### src/rtl/nearest_neighbor_image_scaler_defines.svh
// ----------------------------------------------------------------------------
// Nearest neighbour image scaler: assertion macros
// Shared assertion wrappers; they compile to nothing when SYNTHESIS is set.
// ----------------------------------------------------------------------------
`ifndef NEAREST_NEIGHBOR_IMAGE_SCALER_DEFINES_SVH
`define NEAREST_NEIGHBOR_IMAGE_SCALER_DEFINES_SVH
`ifndef SYNTHESIS
// Consequent must hold in the same cycle as the antecedent.
`define NNIS_ASSERT_SAME(label, ante, cons) \
   label: assert property (@(posedge clock) disable iff (reset) (ante) |-> (cons)) \
      else $error("nnis: same-cycle check failed");
// Consequent must hold in the cycle after the antecedent.
`define NNIS_ASSERT_NEXT(label, ante, cons) \
   label: assert property (@(posedge clock) disable iff (reset) (ante) |=> (cons)) \
      else $error("nnis: next-cycle check failed");
`else
`define NNIS_ASSERT_SAME(label, ante, cons)
`define NNIS_ASSERT_NEXT(label, ante, cons)
`endif
`endif

### src/rtl/nnis_pkg.sv
// ----------------------------------------------------------------------------
// Nearest neighbour image scaler package
// Field widths, register indices, controller states and the command and
// status groups shared by the controller and the datapath.
// ----------------------------------------------------------------------------
package nnis_pkg;

   // Field and register widths.
   localparam int CSR_W     = 9;
   localparam int CSR_IDX_W = 2;
   localparam int PIX_W     = 8;

   // Arithmetic widths of the coordinate mapping.
   localparam int PROD_W = 2 * CSR_W;
   localparam int NUM_W  = PROD_W + 2;
   localparam int DEN_W  = CSR_W + 1;
   localparam int QUO_W  = CSR_W + 1;

   localparam logic [CSR_W-1:0] DIM_RESET  = 9'd256;
   localparam logic [PIX_W-1:0] FILL_PIXEL = 8'hFF;

   // Configuration register indices.
   localparam logic [CSR_IDX_W-1:0] CSR_SRC_WIDTH  = 2'd0;
   localparam logic [CSR_IDX_W-1:0] CSR_SRC_HEIGHT = 2'd1;
   localparam logic [CSR_IDX_W-1:0] CSR_DST_WIDTH  = 2'd2;
   localparam logic [CSR_IDX_W-1:0] CSR_DST_HEIGHT = 2'd3;

   // Operand selection of the shared multiplier.
   typedef enum logic [1:0] {
      MUL_CAP,
      MUL_ROW,
      MUL_COL,
      MUL_ADDR
   } mul_sel_type;

   // Controller states.
   typedef enum logic [3:0] {
      ST_IDLE,
      ST_LOAD_MUL,
      ST_LOAD_WR,
      ST_ROW_MUL,
      ST_ROW_DIV_GO,
      ST_ROW_DIV,
      ST_COL_MUL,
      ST_COL_DIV_GO,
      ST_COL_DIV,
      ST_ADDR_MUL,
      ST_ADDR_SUM,
      ST_READ,
      ST_OUT
   } state_type;

   // Commands from the controller to the datapath.
   typedef struct packed {
      logic        req_ready;
      logic        take;
      logic        mul_en;
      mul_sel_type mul_sel;
      logic        div_start;
      logic        div_col;
      logic        save_i1;
      logic        save_j1;
      logic        addr_sum;
      logic        ram_read;
      logic        load_write;
      logic        push;
   } cmd_type;

   // Status from the datapath to the controller.
   typedef struct packed {
      logic req_fetch;
      logic div_busy;
      logic out_free;
   } status_type;

endpackage

### src/rtl/nnis_ctrl.sv
// ----------------------------------------------------------------------------
// Scaler controller
// Sequences each fetch through multiply, divide, address and read steps.
// ----------------------------------------------------------------------------
module nnis_ctrl (
   input  logic                 clock,
   input  logic                 reset,
   input  logic                 req_valid,
   input  nnis_pkg::status_type status,
   output nnis_pkg::cmd_type    cmd
);
   import nnis_pkg::*;

   state_type state_ff, state_in;

   // State register.
   always_ff @(posedge clock) begin
      if (reset) begin
         state_ff <= ST_IDLE;
      end else begin
         state_ff <= state_in;
      end
   end

   // Next state and commands.
   always_comb begin
      state_in = state_ff;
      cmd      = '0;
      cmd.mul_sel = MUL_CAP;
      case (state_ff)
         ST_IDLE: begin
            cmd.req_ready = 1'b1;
            if (req_valid) begin
               cmd.take = 1'b1;
               state_in = status.req_fetch ? ST_ROW_MUL : ST_LOAD_MUL;
            end
         end
         ST_LOAD_MUL: begin
            cmd.mul_en  = 1'b1;
            cmd.mul_sel = MUL_CAP;
            state_in    = ST_LOAD_WR;
         end
         ST_LOAD_WR: begin
            cmd.load_write = 1'b1;
            state_in       = ST_IDLE;
         end
         ST_ROW_MUL: begin
            cmd.mul_en  = 1'b1;
            cmd.mul_sel = MUL_ROW;
            state_in    = ST_ROW_DIV_GO;
         end
         ST_ROW_DIV_GO: begin
            cmd.div_start = 1'b1;
            state_in      = ST_ROW_DIV;
         end
         ST_ROW_DIV: begin
            if (!status.div_busy) begin
               state_in = ST_COL_MUL;
            end
         end
         ST_COL_MUL: begin
            cmd.save_i1 = 1'b1;
            cmd.mul_en  = 1'b1;
            cmd.mul_sel = MUL_COL;
            state_in    = ST_COL_DIV_GO;
         end
         ST_COL_DIV_GO: begin
            cmd.div_start = 1'b1;
            cmd.div_col   = 1'b1;
            state_in      = ST_COL_DIV;
         end
         ST_COL_DIV: begin
            if (!status.div_busy) begin
               state_in = ST_ADDR_MUL;
            end
         end
         ST_ADDR_MUL: begin
            cmd.save_j1 = 1'b1;
            cmd.mul_en  = 1'b1;
            cmd.mul_sel = MUL_ADDR;
            state_in    = ST_ADDR_SUM;
         end
         ST_ADDR_SUM: begin
            cmd.addr_sum = 1'b1;
            state_in     = ST_READ;
         end
         ST_READ: begin
            cmd.ram_read = 1'b1;
            state_in     = ST_OUT;
         end
         ST_OUT: begin
            if (status.out_free) begin
               cmd.push = 1'b1;
               state_in = ST_IDLE;
            end
         end
         default: begin
            state_in = ST_IDLE;
         end
      endcase
   end
endmodule

### config.mk
export PLATFORM = sky130hd
export DESIGN_NAME = nnis_ctrl
export DESIGN_NICKNAME = d
export VERILOG_FILES = /design/src/rtl/nearest_neighbor_image_scaler_defines.svh /design/src/rtl/nnis_pkg.sv /design/src/rtl/nnis_ctrl.sv
export SDC_FILE = /design/constraint.sdc
export NUM_CORES = 1
export LEC_CHECK = 0
export BUFFER_PORTS_ARGS = -buffer_cell sky130_fd_sc_hd__buf_4
export CAP_MARGIN = 5
export CORE_AREA = 2 2 39 41
export DETAILED_ROUTE_END_ITERATION = 8
export DIE_AREA = 0 0 41 43
export GPL_ROUTABILITY_DRIVEN = 0
export PLACE_DENSITY = 0.65
export SETUP_SLACK_MARGIN = 0.2
export SLEW_MARGIN = 20
export SYNTH_ARGS = -nofsm -noshare
export SYNTH_HDL_FRONTEND = slang
export SYNTH_SLANG_ARGS = --single-unit
### constraint.sdc
create_clock -name clock -period 1.4 [get_ports clock]
set_input_delay 0.07 -clock clock [delete_from_list [all_inputs] [get_ports clock]]
set_output_delay 0.07 -clock clock [all_outputs]
set_load 0.05 [all_outputs]
==> results.sh <==
export IMPL_status="complete, no violations"
export IMPL_dr_first_iter_drc_count=15
export IMPL_slew_viol_final=0
export IMPL_cap_violations=0
export IMPL_end_kind="output port"
export IMPL_cp_required_ns=1.33
export IMPL_dr_pass1_iters=4
export IMPL_die_x_um=41
export IMPL_crit_start="state_ff[2]$_SDFFE_PP0P_"
export IMPL_switching_share_pct=44.3
export IMPL_irDropWorstVdd_uv=685
export IMPL_worst_slew_pin_slew_ns=0.197
export IMPL_intPower_uw=566
export IMPL_drc=0
export IMPL_synth_seq_cells=4
export IMPL_routed_wl_mm=1.62
export IMPL_fmax_mhz=769
export IMPL_cp_slowest_cell="dfxtp_4"
export IMPL_crit_path_end="cmd[10]"
export IMPL_design_area_um2=1000
export IMPL_antenna_found_initial=0
export IMPL_num_antenna_cells=0
export IMPL_startpoint_type="flip-flop"
export IMPL_via_per_inst=5.33
export IMPL_cts_hold_buf=0
export IMPL_period_share_pct=92.8
export IMPL_synth_edf_count=0
export IMPL_power_frac_comb_pct=70.4
export IMPL_synth_top_area_share_pct=19.0
export IMPL_synth_common_cells="12 x nor2_1, 4 x dfxtp_1, 4 x nand2_1"
export IMPL_fin_crit_ns=1.30
export IMPL_coreArea_um2=1380
export IMPL_clock_sinks=4
export IMPL_initial_utilization_pct=30.4
export IMPL_grt_max_degree=8
export IMPL_power_frac_seq_pct=16.1
export IMPL_grt_pass1_vias=510
export IMPL_min_delay_start="reset"
export IMPL_num_rows=14
export IMPL_p_leak_nw=0.405
export IMPL_place_ws_ns=0.0459
export IMPL_relSlewSlack_pct=86.8
export IMPL_p_per_area_nw_per_um2=1010
export IMPL_largest_register="state_ff"
export IMPL_portBuffers=18
export IMPL_syn2layout_area_growth_pct=139
export IMPL_crit_top_cell="buf_6"
export IMPL_fin_skew_ns=0.00294
export IMPL_placed_area_um2=656
export IMPL_power_frac_clock_pct=13.5
export IMPL_final_antenna_net_count=0
export IMPL_synthMostInstantiatedCell="nor2_1"
export IMPL_drive_gt1_share_pct=78.1
export IMPL_r2r_start="state_ff[2]$_SDFFE_PP0P_"
export IMPL_die_y_um=43
export IMPL_cts_root_buf="clkbuf_4"
export IMPL_synth_ff_type="dfxtp_1"
export IMPL_final_hold_violation_count=0
export IMPL_cts_tree="yes"
export IMPL_die_area_um2=1760
export IMPL_ctsLongestPathBuffers=2
export IMPL_fin_ws_ns=0.100
export IMPL_path_cells="buf_6 -> inv_8 -> o21ai_4 -> o2bb2ai_4 -> buf_6"
export IMPL_wire_per_inst_um=14.4
export IMPL_r2r_worst_path_cells=6
export IMPL_synth_distinct_cells=32
export IMPL_path_max_fanout=5
export IMPL_regToRegSetupSlack_ns=0.13
export IMPL_finalSetupViolCount=0
export IMPL_n_fill_cell=98
export IMPL_syn_inst=58
export IMPL_nets=104
export IMPL_grt_use_total_pct=18.7
export IMPL_path_class="flip-flop to output port"
export IMPL_slowest_delay_ns=0.37
export IMPL_post_route_util_pct=72.6
export IMPL_cts_htree_levels=1
export IMPL_synth_nets=64
export IMPL_crit_arrival_ns=1.23
export IMPL_async_reset_ff_share_pct=0
export IMPL_hpwl_um=929
export IMPL_clkTransAtPathRegs_ns=0.04
export IMPL_grt_overflow_total=0
export IMPL_numCtsBuffers=3
export IMPL_synth_area_leaders="dfxtp_1 19%, nor2_1 11%, buf_6 8.0%"
export IMPL_synth_area_um2=420
export IMPL_largestRegisters="state_ff x4"
export IMPL_via_count=597
export IMPL_largest_reg_flops=4
export IMPL_ys_warn_count=0
export IMPL_grt_pass1_wl_mm=2.25
export IMPL_clock_latency_ns=0.23
export IMPL_rsz0062_at_grt="yes"
export IMPL_num_io_pins=19
export IMPL_holdPathStages=2
export IMPL_synth_avg_cell_area_um2=7.25
export IMPL_r2r_end="state_ff[1]$_SDFFE_PP0P_"
export IMPL_p_total_mw=1.02
export IMPL_setup_tns_ns=0
export IMPL_hold_class="input pin to flip-flop"
export IMPL_power_switching_uw=450
export IMPL_synth_top_area_cell="dfxtp_1"
export IMPL_ys_seq_area_share_pct=19.0
-- how the worst min path moves through the flow --
stage	end	slack [ns]
CTS	state_ff[1]$_SDFFE_PP0P_	0.02
finish	state_ff[1]$_SDFFE_PP0P_	0.03
detailed placement	state_ff[1]$_SDFFE_PP0P_	0.27
global placement	state_ff[1]$_SDFFE_PP0P_	0.27
global route	state_ff[1]$_SDFFE_PP0P_	0.03
floorplan	state_ff[1]$_SDFFE_PP0P_	0.13
-- power by group through the flow --
stage | clock network, mW | registers, mW | logic (mW)
global route | 0.154 | 0.165 | 0.748
global placement | 0 | 0.161 | 0.448
finish | 0.137 | 0.164 | 0.715
floorplan | 0 | 0.138 | 0.380
CTS | 0.146 | 0.161 | 0.614
detailed placement | 0 | 0.163 | 0.454
-- critical path: cells and delay by family (launching register included) --
kind,cells,cell delay [ns]
AO/OA/AOI/OAI,2,0.28
buffers and inverters,3,0.35
flip-flops,1,0.37
-- metal layers --
layer	share of wire, %	vias up	global-route usage (%)
li1	-	283	-
met1	41	282	24.9
met2	53	30	27.2
met3	4.9	2	6.81
met4	1.1	0	6.00
met5	0	-	0
-- cell families after synthesis --
family | Yosys count | synth area share, %
AOI/OAI and AO/OA | 15 | 24.4
xor gates and xnor gates | 1 | 2.08
buffers and inverters | 6 | 11.6
DFF | 4 | 19.0
muxes | 1 | 3.27
and+or+nand+nor | 31 | 39.6
-- cells in the final DEF (no fill, tap or decap) --
cell	count
a211oi_1	1
a211oi_2	1
a21o_1	1
a21o_2	1
a21oi_1	2
a21oi_4	1
a22o_1	1
and3_4	1
buf_4	18
buf_6	18
buf_8	3
clkbuf_4	3
dfxtp_4	4
inv_1	1
inv_8	1
mux2i_4	1
nand2_1	2
nand2_4	2
nand2b_4	3
nand3_1	2
nand4b_1	1
nor2_1	4
nor2_2	4
nor2_4	4
nor2b_2	1
nor2b_4	1
nor3_1	1
nor3_4	2
o21ai_0	1
o21ai_1	2
o21ai_4	1
o21bai_1	1
o22ai_4	1
o2bb2ai_4	1
or2_4	1
or2b_4	1
or3_1	1
xnor2_2	1
-- stage by stage --
step,hold slack (ns),std cells
final,0.0286,112
after global routing,0.0316,112
after CTS,0.0179,107
after detailed placement,0.273,95
after global placement,0.275,95
after floorplan,0.135,58
-- timing repair --
action,4_1_cts,5_1_grt
buffers inserted,9,5
resized for setup,40,16
pin swaps,6,12
cloned,0,0
setup endpoints to repair,16,16
-- area by class of cell --
| cell class | instances | area [um2] | area share, % |
|---|---|---|---|
| clock buffer | 3 | 22.5 | 2.24 |
| inverter | 2 | 15.0 | 1.49 |
| multi-input combinational | 48 | 469 | 46.7 |
| sequential | 4 | 95.1 | 9.46 |
| tap | 16 | 20.0 | 1.99 |
| timing repair buffer | 39 | 383 | 38.1 |
No activity file was read; power rests on OpenSTA's default activity.
